### src/rtl/gtid_pkg.sv
`default_nettype none
package gtid_pkg;

   localparam int RateWidth  = 16;
   localparam int AngleWidth = 32;
   localparam int LedWidth   = 8;
   localparam int SensWidth  = 24;
   localparam int StepWidth  = 16;
   localparam int DeadWidth  = 16;
   localparam int ThrWidth   = 31;
   localparam int CsrIdxWidth  = 2;
   localparam int CsrDataWidth = 32;
   localparam int MulAWidth  = 31;
   localparam int MulBWidth  = 24;
   localparam int MulPWidth  = MulAWidth + MulBWidth;
   localparam int FracShift  = 24;
   localparam int NumAxes    = 3;

   localparam logic [SensWidth-1:0] SensReset = 24'd293601;
   localparam logic [StepWidth-1:0] StepReset = 16'd6881;
   localparam logic [DeadWidth-1:0] DeadReset = 16'd1311;
   localparam logic [ThrWidth-1:0]  ThrReset  = 31'd655360;

   localparam logic [CsrIdxWidth-1:0] CsrSensitivity = 2'd0;
   localparam logic [CsrIdxWidth-1:0] CsrStepTime    = 2'd1;
   localparam logic [CsrIdxWidth-1:0] CsrDeadband    = 2'd2;
   localparam logic [CsrIdxWidth-1:0] CsrThreshold   = 2'd3;

   localparam logic [LedWidth-1:0] LedNone   = 8'h00;
   localparam logic [LedWidth-1:0] LedNxNy   = 8'h01;
   localparam logic [LedWidth-1:0] LedNx     = 8'h02;
   localparam logic [LedWidth-1:0] LedNxPy   = 8'h04;
   localparam logic [LedWidth-1:0] LedPy     = 8'h08;
   localparam logic [LedWidth-1:0] LedPxPy   = 8'h10;
   localparam logic [LedWidth-1:0] LedPx     = 8'h20;
   localparam logic [LedWidth-1:0] LedPxNy   = 8'h40;
   localparam logic [LedWidth-1:0] LedNy     = 8'h80;

   localparam logic [1:0] LastAxis = 2'd2;

   typedef enum logic [2:0] {
      ST_IDLE,
      ST_MUL_STEP,
      ST_MUL_SENS,
      ST_ACCUM,
      ST_DIRECT
   } gtid_state_type;

   typedef enum logic [0:0] {
      MUL_SEL_STEP,
      MUL_SEL_SENS
   } gtid_mul_sel_type;

endpackage
`default_nettype wire

### src/rtl/gtid_ifs.sv
`default_nettype none
interface gtid_req_if import gtid_pkg::*; ();
   logic                        valid;
   logic                        ready;
   logic signed [RateWidth-1:0] rate_x;
   logic signed [RateWidth-1:0] rate_y;
   logic signed [RateWidth-1:0] rate_z;

   modport source (output valid, output rate_x, output rate_y, output rate_z, input ready);
   modport sink   (input valid, input rate_x, input rate_y, input rate_z, output ready);
endinterface

interface gtid_rsp_if import gtid_pkg::*; ();
   logic                         valid;
   logic                         ready;
   logic signed [AngleWidth-1:0] angle_x;
   logic signed [AngleWidth-1:0] angle_y;
   logic signed [AngleWidth-1:0] angle_z;
   logic        [LedWidth-1:0]   led_pattern;

   modport source (output valid, output angle_x, output angle_y, output angle_z,
                   output led_pattern, input ready);
   modport sink   (input valid, input angle_x, input angle_y, input angle_z,
                   input led_pattern, output ready);
endinterface

interface gtid_csr_if import gtid_pkg::*; ();
   logic                    valid;
   logic                    ready;
   logic [CsrIdxWidth-1:0]  index;
   logic [CsrDataWidth-1:0] data;

   modport source (output valid, output index, output data, input ready);
   modport sink   (input valid, input index, input data, output ready);
endinterface
`default_nettype wire

### src/rtl/gyro_tilt_integrator_direction_unit.sv
// Gyro rate integrator with deadband and eight-way tilt direction indicator.
// The req_if channel takes one word of three signed 16-bit rate samples.
// The rsp_if channel returns one word per request: the three saturated
// Q15.16 angles after the update and a one-hot tilt direction pattern.
// The csr_if channel writes sensitivity, step time, deadband and threshold;
// it is always ready and should be written only while the unit is idle.
// One shared 31x24 multiplier is used twice per axis: each axis passes
// through a step-time multiply, a sensitivity multiply and an accumulate
// state, and a direction state follows. A new request is taken only in
// the idle state, after the previous response has entered the output register.
// The response sits in an output register; while the receiver stalls the
// unit still accepts and processes the next request, then waits to load
// the new response until the previous one has been taken.
// Reset clears all angles, loads the default register values and empties
// the output register.
`default_nettype none
module gyro_tilt_integrator_direction_unit import gtid_pkg::*; (
   input  wire          clock,
   input  wire          reset,
   gtid_req_if.sink     req_if,
   gtid_rsp_if.source   rsp_if,
   gtid_csr_if.sink     csr_if
);

   gtid_state_type state_ff, state_in;
   logic [1:0]     axis_ff, axis_in;

   logic signed [RateWidth-1:0]  rate_ff [NumAxes];
   logic signed [AngleWidth-1:0] angle_ff [NumAxes];
   logic signed [AngleWidth-1:0] angle_in;
   logic [MulPWidth-1:0]         prod_ff;

   logic [SensWidth-1:0] sens_ff;
   logic [StepWidth-1:0] step_ff;
   logic [DeadWidth-1:0] dead_ff;
   logic [ThrWidth-1:0]  thr_ff;

   logic                         rsp_valid_ff;
   logic signed [AngleWidth-1:0] rsp_x_ff, rsp_y_ff, rsp_z_ff;
   logic [LedWidth-1:0]          rsp_led_ff, led_in;

   gtid_mul_sel_type     mul_sel;
   logic                 load_req, load_prod, load_angle, load_rsp, out_free;
   logic                 req_take;
   logic [MulAWidth-1:0] mul_a;
   logic [MulBWidth-1:0] mul_b;
   logic [MulPWidth-1:0] mul_p;

   logic signed [RateWidth-1:0] rate_sel;
   logic [RateWidth-1:0]        rate_mag;
   logic [ThrWidth-1:0]         inc;
   logic signed [AngleWidth:0]  sum;

   logic signed [AngleWidth-1:0] ang_x, ang_y;
   logic [AngleWidth-1:0]        ax, ay;
   logic [AngleWidth:0]          two_ax;
   logic [AngleWidth+1:0]        three_ay;
   logic                         lit, diag, x_pos, y_pos;

   assign req_if.ready       = (state_ff == ST_IDLE);
   assign req_take           = req_if.valid && req_if.ready;
   assign csr_if.ready       = 1'b1;
   assign out_free           = !rsp_valid_ff || rsp_if.ready;
   assign rsp_if.valid       = rsp_valid_ff;
   assign rsp_if.angle_x     = rsp_x_ff;
   assign rsp_if.angle_y     = rsp_y_ff;
   assign rsp_if.angle_z     = rsp_z_ff;
   assign rsp_if.led_pattern = rsp_led_ff;

   // Next state.
   always_comb begin
      state_in = state_ff;
      axis_in  = axis_ff;
      case (state_ff)
         ST_IDLE: begin
            if (req_take) begin
               state_in = ST_MUL_STEP;
               axis_in  = 2'd0;
            end
         end
         ST_MUL_STEP: state_in = ST_MUL_SENS;
         ST_MUL_SENS: state_in = ST_ACCUM;
         ST_ACCUM: begin
            if (axis_ff == LastAxis) begin
               state_in = ST_DIRECT;
            end else begin
               state_in = ST_MUL_STEP;
               axis_in  = axis_ff + 2'd1;
            end
         end
         ST_DIRECT: begin
            if (out_free) begin
               state_in = ST_IDLE;
            end
         end
         default: state_in = ST_IDLE;
      endcase
   end

   // Sequencer outputs.
   always_comb begin
      mul_sel    = MUL_SEL_STEP;
      load_req   = 1'b0;
      load_prod  = 1'b0;
      load_angle = 1'b0;
      load_rsp   = 1'b0;
      case (state_ff)
         ST_IDLE:     load_req = req_take;
         ST_MUL_STEP: load_prod = 1'b1;
         ST_MUL_SENS: begin
            mul_sel   = MUL_SEL_SENS;
            load_prod = 1'b1;
         end
         ST_ACCUM:    load_angle = 1'b1;
         ST_DIRECT:   load_rsp = out_free;
         default:     load_req = 1'b0;
      endcase
   end

   // Shared multiplier: first |rate| * step_time, then that * sensitivity.
   assign rate_sel = rate_ff[axis_ff];
   assign rate_mag = rate_sel[RateWidth-1] ? (~rate_sel + 1'b1) : rate_sel;

   always_comb begin
      case (mul_sel)
         MUL_SEL_STEP: begin
            mul_a = {{(MulAWidth-RateWidth){1'b0}}, rate_mag};
            mul_b = {{(MulBWidth-StepWidth){1'b0}}, step_ff};
         end
         MUL_SEL_SENS: begin
            mul_a = prod_ff[MulAWidth-1:0];
            mul_b = sens_ff;
         end
         default: begin
            mul_a = '0;
            mul_b = '0;
         end
      endcase
   end

   assign mul_p = {{MulBWidth{1'b0}}, mul_a} * {{MulAWidth{1'b0}}, mul_b};

   // Deadband test and saturating accumulate.
   assign inc = prod_ff[FracShift +: ThrWidth];
   assign sum = rate_sel[RateWidth-1]
              ? {angle_ff[axis_ff][AngleWidth-1], angle_ff[axis_ff]} - {2'b00, inc}
              : {angle_ff[axis_ff][AngleWidth-1], angle_ff[axis_ff]} + {2'b00, inc};

   always_comb begin
      if (inc <= {{(ThrWidth-DeadWidth){1'b0}}, dead_ff}) begin
         angle_in = angle_ff[axis_ff];
      end else if (sum[AngleWidth] != sum[AngleWidth-1]) begin
         angle_in = sum[AngleWidth] ? {1'b1, {(AngleWidth-1){1'b0}}}
                                    : {1'b0, {(AngleWidth-1){1'b1}}};
      end else begin
         angle_in = sum[AngleWidth-1:0];
      end
   end

   // Tilt direction from the X and Y angles.
   assign ang_x    = angle_ff[0];
   assign ang_y    = angle_ff[1];
   assign ax       = ang_x[AngleWidth-1] ? (~ang_x + 1'b1) : ang_x;
   assign ay       = ang_y[AngleWidth-1] ? (~ang_y + 1'b1) : ang_y;
   assign two_ax   = {ax, 1'b0};
   assign three_ay = {1'b0, ay, 1'b0} + {2'b00, ay};
   assign lit      = (ax > {1'b0, thr_ff}) || (ay > {1'b0, thr_ff});
   assign diag     = (two_ax > {1'b0, ay}) && ({1'b0, two_ax} < three_ay);
   assign x_pos    = !ang_x[AngleWidth-1] && (ang_x != '0);
   assign y_pos    = !ang_y[AngleWidth-1] && (ang_y != '0);

   always_comb begin
      if (!lit) begin
         led_in = LedNone;
      end else if (diag) begin
         if (x_pos) begin
            led_in = y_pos ? LedPxPy : LedPxNy;
         end else begin
            led_in = y_pos ? LedNxPy : LedNxNy;
         end
      end else if (ax > ay) begin
         led_in = x_pos ? LedPx : LedNx;
      end else begin
         led_in = y_pos ? LedPy : LedNy;
      end
   end

   always_ff @(posedge clock) begin
      if (reset) begin
         state_ff     <= ST_IDLE;
         axis_ff      <= 2'd0;
         rsp_valid_ff <= 1'b0;
         sens_ff      <= SensReset;
         step_ff      <= StepReset;
         dead_ff      <= DeadReset;
         thr_ff       <= ThrReset;
         for (int i = 0; i < NumAxes; i++) begin
            angle_ff[i] <= '0;
         end
      end else begin
         state_ff <= state_in;
         axis_ff  <= axis_in;
         if (load_rsp) begin
            rsp_valid_ff <= 1'b1;
         end else if (rsp_if.ready) begin
            rsp_valid_ff <= 1'b0;
         end
         if (csr_if.valid) begin
            case (csr_if.index)
               CsrSensitivity: sens_ff <= csr_if.data[SensWidth-1:0];
               CsrStepTime:    step_ff <= csr_if.data[StepWidth-1:0];
               CsrDeadband:    dead_ff <= csr_if.data[DeadWidth-1:0];
               CsrThreshold:   thr_ff  <= csr_if.data[ThrWidth-1:0];
               default:        thr_ff  <= thr_ff;
            endcase
         end
         if (load_angle) begin
            angle_ff[axis_ff] <= angle_in;
         end
      end
   end

   always_ff @(posedge clock) begin
      if (load_req) begin
         rate_ff[0] <= req_if.rate_x;
         rate_ff[1] <= req_if.rate_y;
         rate_ff[2] <= req_if.rate_z;
      end
      if (load_prod) begin
         prod_ff <= mul_p;
      end
      if (load_rsp) begin
         rsp_x_ff   <= angle_ff[0];
         rsp_y_ff   <= angle_ff[1];
         rsp_z_ff   <= angle_ff[2];
         rsp_led_ff <= led_in;
      end
   end

endmodule
`default_nettype wire

### src/flat_wrapper.sv
// flat-port wrapper written by rule: the top's interface ports become plain ports
module gyro_tilt_integrator_direction_unit_flat import gtid_pkg::*;
  (clock, reset, req_if_valid, req_if_rate_x, req_if_rate_y, req_if_rate_z, req_if_ready, rsp_if_valid, rsp_if_angle_x, rsp_if_angle_y, rsp_if_angle_z, rsp_if_led_pattern, rsp_if_ready, csr_if_valid, csr_if_index, csr_if_data, csr_if_ready);
  gtid_req_if req_if_i ();
  gtid_rsp_if rsp_if_i ();
  gtid_csr_if csr_if_i ();
  input  wire clock;
  input  wire reset;
  input wire logic [$bits(req_if_i.valid)-1:0] req_if_valid;
  input wire logic [$bits(req_if_i.rate_x)-1:0] req_if_rate_x;
  input wire logic [$bits(req_if_i.rate_y)-1:0] req_if_rate_y;
  input wire logic [$bits(req_if_i.rate_z)-1:0] req_if_rate_z;
  output wire logic [$bits(req_if_i.ready)-1:0] req_if_ready;
  output wire logic [$bits(rsp_if_i.valid)-1:0] rsp_if_valid;
  output wire logic [$bits(rsp_if_i.angle_x)-1:0] rsp_if_angle_x;
  output wire logic [$bits(rsp_if_i.angle_y)-1:0] rsp_if_angle_y;
  output wire logic [$bits(rsp_if_i.angle_z)-1:0] rsp_if_angle_z;
  output wire logic [$bits(rsp_if_i.led_pattern)-1:0] rsp_if_led_pattern;
  input wire logic [$bits(rsp_if_i.ready)-1:0] rsp_if_ready;
  input wire logic [$bits(csr_if_i.valid)-1:0] csr_if_valid;
  input wire logic [$bits(csr_if_i.index)-1:0] csr_if_index;
  input wire logic [$bits(csr_if_i.data)-1:0] csr_if_data;
  output wire logic [$bits(csr_if_i.ready)-1:0] csr_if_ready;
  assign req_if_i.valid = req_if_valid;
  assign req_if_i.rate_x = req_if_rate_x;
  assign req_if_i.rate_y = req_if_rate_y;
  assign req_if_i.rate_z = req_if_rate_z;
  assign req_if_ready = req_if_i.ready;
  assign rsp_if_valid = rsp_if_i.valid;
  assign rsp_if_angle_x = rsp_if_i.angle_x;
  assign rsp_if_angle_y = rsp_if_i.angle_y;
  assign rsp_if_angle_z = rsp_if_i.angle_z;
  assign rsp_if_led_pattern = rsp_if_i.led_pattern;
  assign rsp_if_i.ready = rsp_if_ready;
  assign csr_if_i.valid = csr_if_valid;
  assign csr_if_i.index = csr_if_index;
  assign csr_if_i.data = csr_if_data;
  assign csr_if_ready = csr_if_i.ready;
  gyro_tilt_integrator_direction_unit u_core (.clock(clock), .reset(reset), .req_if(req_if_i), .rsp_if(rsp_if_i), .csr_if(csr_if_i));
endmodule
### config.mk
export PLATFORM = sky130hd
export DESIGN_NAME = gyro_tilt_integrator_direction_unit_flat
export DESIGN_NICKNAME = d
export VERILOG_FILES = /design/src/rtl/gtid_pkg.sv /design/src/rtl/gtid_ifs.sv /design/src/rtl/gyro_tilt_integrator_direction_unit.sv /design/src/flat_wrapper.sv
export SDC_FILE = /design/constraint.sdc
export NUM_CORES = 2
export LEC_CHECK = 0
export BUFFER_PORTS_ARGS = -buffer_cell sky130_fd_sc_hd__buf_2
export CELL_PAD_IN_SITES_DETAIL_PLACEMENT = 0
export CELL_PAD_IN_SITES_GLOBAL_PLACEMENT = 1
export CORE_UTILIZATION = 55
export DETAILED_ROUTE_END_ITERATION = 7
export GPL_TIMING_DRIVEN = 0
export PLACE_DENSITY_LB_ADDON = 0.1
export SYNTH_ARGS = -nofsm -noshare
export SYNTH_HDL_FRONTEND = slang
export SYNTH_SLANG_ARGS = --single-unit
### constraint.sdc
create_clock -name clock -period 25.8 [get_ports clock]
set_input_delay 2.58 -clock clock [delete_from_list [all_inputs] [get_ports clock]]
set_output_delay 2.58 -clock clock [all_outputs]
set_load 0.01 [all_outputs]
Word-level counts from Yosys, hierarchy flattened
Memories as Yosys holds them, arrays and structs flattened. A register that Yosys moved wholly into a read port is not among the register bits. Index checks and enable logic that the tools add are counted.

Flip-flop bits (word level): 220. Memories kept: 2. Output and inout port bits: 107. Word-level logic and storage cells: 110. Input port bits: 87. Memory bits (writable): 144.

$add $sub $neg: 7. Multiplexer cells: 44. Multipliers: 1. $lt $le $gt $ge: 6. Reduce and logical (&&, ||, !) cells: 23. Equal/unequal tests: 12. Bitwise gates (word level): 4.

Memory list: u_core.angle_ff (depth 3, bits a word 32, read ports 4, clocked after memory_dff 2, wr ports 3, line gyro_tilt_integrator_direction_unit.sv:29) `logic signed [AngleWidth-1:0] angle_ff [NumAxes];`; u_core.rate_ff (depth 3, bits a word 16, read ports 1, clocked after memory_dff 1, wr ports 3, line gyro_tilt_integrator_direction_unit.sv:28) `logic signed [RateWidth-1:0] rate_ff [NumAxes];`.

Operators by type and width (count): 32-bit 2-to-1 mux (6); 32-bit by 1-bit adder with 32-bit output, second input constant (2); 32-bit by 31-bit greater-than comparator with 1-bit output (2); 32-bit inverter (2); 32-bit nonzero test (2); 31-bit case mux with 2 select lines (1); 31-bit by 24-bit multiplier with 55-bit output (1); 24-bit case mux with 2 select lines (1); 33-bit by 32-bit adder with 34-bit output (1); 33-bit by 34-bit < comparator with 1-bit output (1); 32-bit by 32-bit adder with 33-bit output (1); 33-bit by 32-bit greater-than comparator with 1-bit output (1); 33-bit 2-to-1 mux (1); 32-bit by 32-bit subtractor with 33-bit output (1); 32-bit greater-than comparator (1); 8-bit 2-to-1 mux (4); 32-bit OR reduction (1); 31-bit by 16-bit <= comparator with 1-bit output (1); 16-bit by 1-bit adder with 16-bit output, second input constant (1); 16-bit 2-to-1 mux (1); 16-bit inverter (1); 1-bit 2-to-1 mux (15); 3-bit case mux with 5 select lines (1); 2-bit 2-to-1 mux (7); other kinds (23) (41).

Longest topological paths before layout
An unclocked memory read counts as a cell.

Depth in word-level cells: 8. Gate-level depth with buffers: 38. Gate-level depth less buffers: 35.

Least setup slack after synthesis
Ideal clock, no wire load.

Path kind: reg2reg. Start: register with a tool-made name. End: register u_core.prod_ff[51], data pin. Setup time: 0.264 ns. Cell stages (with the launch flop): 38. Data required time: 25.536 ns. Path buffers: 4. Period minus slack after synthesis: 9.833 ns. Slack: 15.967 ns. Data arrival time: 9.569 ns. Path through: dfxtp_1 buf_1 buf_1 mux2i_1 nor2_1 a21oi_1 ha_1 inv_1 or2_2 o21ai_0 xor2_1 o21a_1 clkbuf_1 nor2_1 fa_1 inv_1 fa_1 inv_1 (+2 left out) fa_1 inv_1 fa_1 fa_1 inv_1 fa_1 inv_1 ha_1 clkbuf_1 and4_1 and2_1 a22oi_1 a21oi_1 o311ai_0 o21ai_0 a31o_2 a221oi_1 xnor2_1.

RTL lines: end signal: assignment (line gyro_tilt_integrator_direction_unit.sv:230) `prod_ff <= mul_p;`; end: declaration (line gyro_tilt_integrator_direction_unit.sv:31) `logic [MulPWidth-1:0] prod_ff;`.

==> out/summary.txt <==
status -> finished, final reports clean
final cycle utilization of the critical path -> 0.5024
GRT Overall Usage -> 0.3704
Die Span X -> 302.8 um
post-synth cell types -> 75
crit path DAT -> 13.29 ns
Final TNS setup -> 0 ns
Fill cells -> 7787
Core Rows -> 109
post-route minimum period -> 12.96 ns
WHS -> 0.4456 ns
Worst-Skew Late Latency -> 0.63 ns
relative slew slack -> 0.03523
register area share after synthesis -> 0.2404
vias per cell -> 5.937
FF+latch area -> 11960 sq um
Worst Max-Slew Pin Slew -> 1.407 ns
CP Class -> flip-flop to flip-flop
Worst path top cell family by delay -> adder cells
CP max stage cell -> o21ai_0
die area -> 91680 sq um
DRC errors left -> 0
CTS tree -> yes
Area growth, synth to finish -> 8.426%
multi-input logic area -> 33680 sq um
Max Buffers Root-to-Sink -> 3
slowest stage delay, CP -> 0.82 ns
share of synthesized flip-flops with an asynchronous set or reset -> 0
flops & latches, synth -> 430
Worst R2R Setup Slack -> 12.84 ns
Clock Tree Root -> clkbuf_16
# setup viols final -> 0
Critical Path RT -> 26.13 ns
Reg2Reg Depth -> 39
Hold Path End -> u_core.rsp_if.angle_z[16]
postcts setup bufs -> 0
largest area contributor in the netlist -> fa_1
Final Hold Violating Endpoints -> 0
Max Transition Viols Final -> 0
Min-Delay Path Depth -> 0
Yosys warning count -> 0
initial antenna violation count -> 10
critical hold path startpoint -> u_core.angle_ff[2][16]
vias in the first global route -> 40281
Post-CTS Resized -> 0
clk_skew -> 0.04986 ns
final instance area -> 53950 sq um
DR pass1 iterations -> 5
worst r2r dst -> u_core.prod_ff[53]
DR iter-0 viols -> 3672
Vias -> 39950
Post-CTS Hold Fix Bufs -> 0
first-pass GRT wire length -> 250100 um
PortBufs -> 189
RSZ-0062 raised after global routing -> no
clock-pin slew on the worst setup and hold paths -> 0.06 ns
hold crit path type -> flip-flop to flip-flop
Final nets -> 6666
MaxCap Viol Count -> 0
Sink Count -> 430
number of I/O pins -> 194
Post-DP HPWL -> 138100 um
Syn Nets -> 6420
antenna viol nets, final -> 0
Max Clk Rate -> 0.07715 GHz
H-tree depth -> 2
Synth top area share -> 0.2567
crit path capture type -> flip-flop
main area contributors after synthesis -> fa_1 (26%), edfxtp_1 (20%), ha_1 (11%)
Initial Util -> 0.5587
routed length per placed instance -> 24.76 um
Die H -> 302.8 um
Inserted Clock Buffers -> 47
prevailing post-synth register cell -> edfxtp_1
Placement Cell Area -> 52330 sq um
Routed Wire Length -> 166600 um
Post-synth EDFFs -> 335
Post-Syn Area per Cell -> 9.440 sq um
pin count of the biggest net entering global routing -> 40
Critical Path Start Type -> flip-flop
total congestion overflow -> 0
Mapped Cells -> 5271
Synth Cell Area -> 49760 sq um
total core area -> 89060 sq um
layout cells sized above 1 -> 0.06572
GP Congestion -> 0.9856
WP buf/inv -> 12
Max FO, Critical Path -> 10
[metal layers]
metal  share of wire  vias to the layer above  global-route usage
met5         0.00016                        -                   0
met4           0.073                        4              0.2223
met3           0.082                      425             0.05521
met2            0.46                     1862              0.5927
met1            0.39                    19746              0.4779
li1                -                    17913                   -
[cells in the final DEF (no fill, tap or decap), drive strengths merged, types with 18 or more instances in the layout]
cell type	n
ha	424
a22o	46
xor2	68
or3	18
nand3	46
clkinv	20
clkbuf	273
o21a	36
a31oi	22
and3	213
dfxtp	95
o31ai	24
edfxtp	335
nor2b	23
and2	19
nand2	798
or2	18
nand4	51
a21oi	244
fa	638
inv	832
nand2b	34
buf	239
mux2i	32
mux4	32
nor2	266
nand3b	29
xnor2	137
nor4	22
a21o	116
o2bb2ai	55
nor3	35
o21ai	153
[state kept, by name, summed over array words and instances (netlist names), named ones only]
name and cells:
u_core.rsp_if.angle_x 32, u_core.step_ff 16, u_core.rate_ff 48, u_core.angle_ff 128
u_core.prod_ff 55, u_core.rsp_if.valid 1, u_core.rsp_if.angle_z 32, u_core.thr_ff 31
u_core.rsp_if.angle_y 32, u_core.rsp_if.led_pattern 8, u_core.axis_ff 2, u_core.sens_ff 24
u_core.dead_ff 16, u_core.state_ff 3
[cell type report]
cell class | count | area share
diodes | 10 | 0.0004638
plain buffers | 265 | 0.01960
clock buffers | 50 | 0.02201
clock inverters | 36 | 0.007444
inverters | 827 | 0.05754
multi-input cells | 3749 | 0.6242
flip-flops and latches | 430 | 0.2217
well taps | 1165 | 0.02702
repair buffers | 197 | 0.01999
[cell families after synthesis]
kind of cell | after synthesis | synth area share
XOR/XNOR | 205 | 0.03608
adder cells (fa/ha/maj) | 1062 | 0.3633
AND/OR/NAND/NOR | 1598 | 0.1476
multiplexers | 69 | 0.02205
buffers and inverters | 1092 | 0.08363
other | 1 | 0.00007536
flip-flops | 430 | 0.2404
AO/OA/AOI/OAI | 814 | 0.1069
[synthesized netlist by cell type (8+ instances only)]
library cell and instances:
or4_1 8, o21bai_1 15, nor2_1 266, or3_1 17
edfxtp_1 335, nand3_1 46, and3_1 213, a22o_1 46
a211oi_1 17, a31oi_1 22, mux4_2 32, o21ai_1 11
nor2b_1 23, nand2_1 798, o21a_1 35, a21oi_1 244
xor2_1 68, fa_1 638, nor3_1 35, nor4_1 21
nand2b_1 34, o41ai_1 17, buf_1 29, and2_1 19
clkbuf_1 223, nand4_1 51, o31ai_1 24, mux2i_1 32
or2_2 18, o21ai_0 142, a21o_1 116, o2bb2ai_1 55
dfxtp_1 95, ha_1 424, xnor2_1 137, nand3b_1 29
inv_1 827
[worst max path at each step]
stage | to | slack, ns | depth (start not counted)
2_1_floorplan | u_core.prod_ff[51] | 15.97 | 37
3_3_place_gp | u_core.prod_ff[53] | 11.88 | 33
3_5_place_dp | u_core.prod_ff[53] | 12.85 | 39
4_1_cts | u_core.prod_ff[53] | 12.76 | 39
5_1_grt | u_core.prod_ff[53] | 12.04 | 39
6_report | u_core.prod_ff[53] | 12.84 | 39
[through the flow]
stage               utilization  std cells  worst slack (ns)
floorplan                     -       5271             15.97
CTS                      0.6055       6719             12.76
global route             0.6056       6720             12.04
finish                   0.6058       6729             12.84
global placement         0.5857       6625             11.88
detailed placement       0.5876       6633             12.85
Power is left out: the tool's default activity adds up to more than one toggle a clock period on the data nets, which glitch-free logic cannot reach.
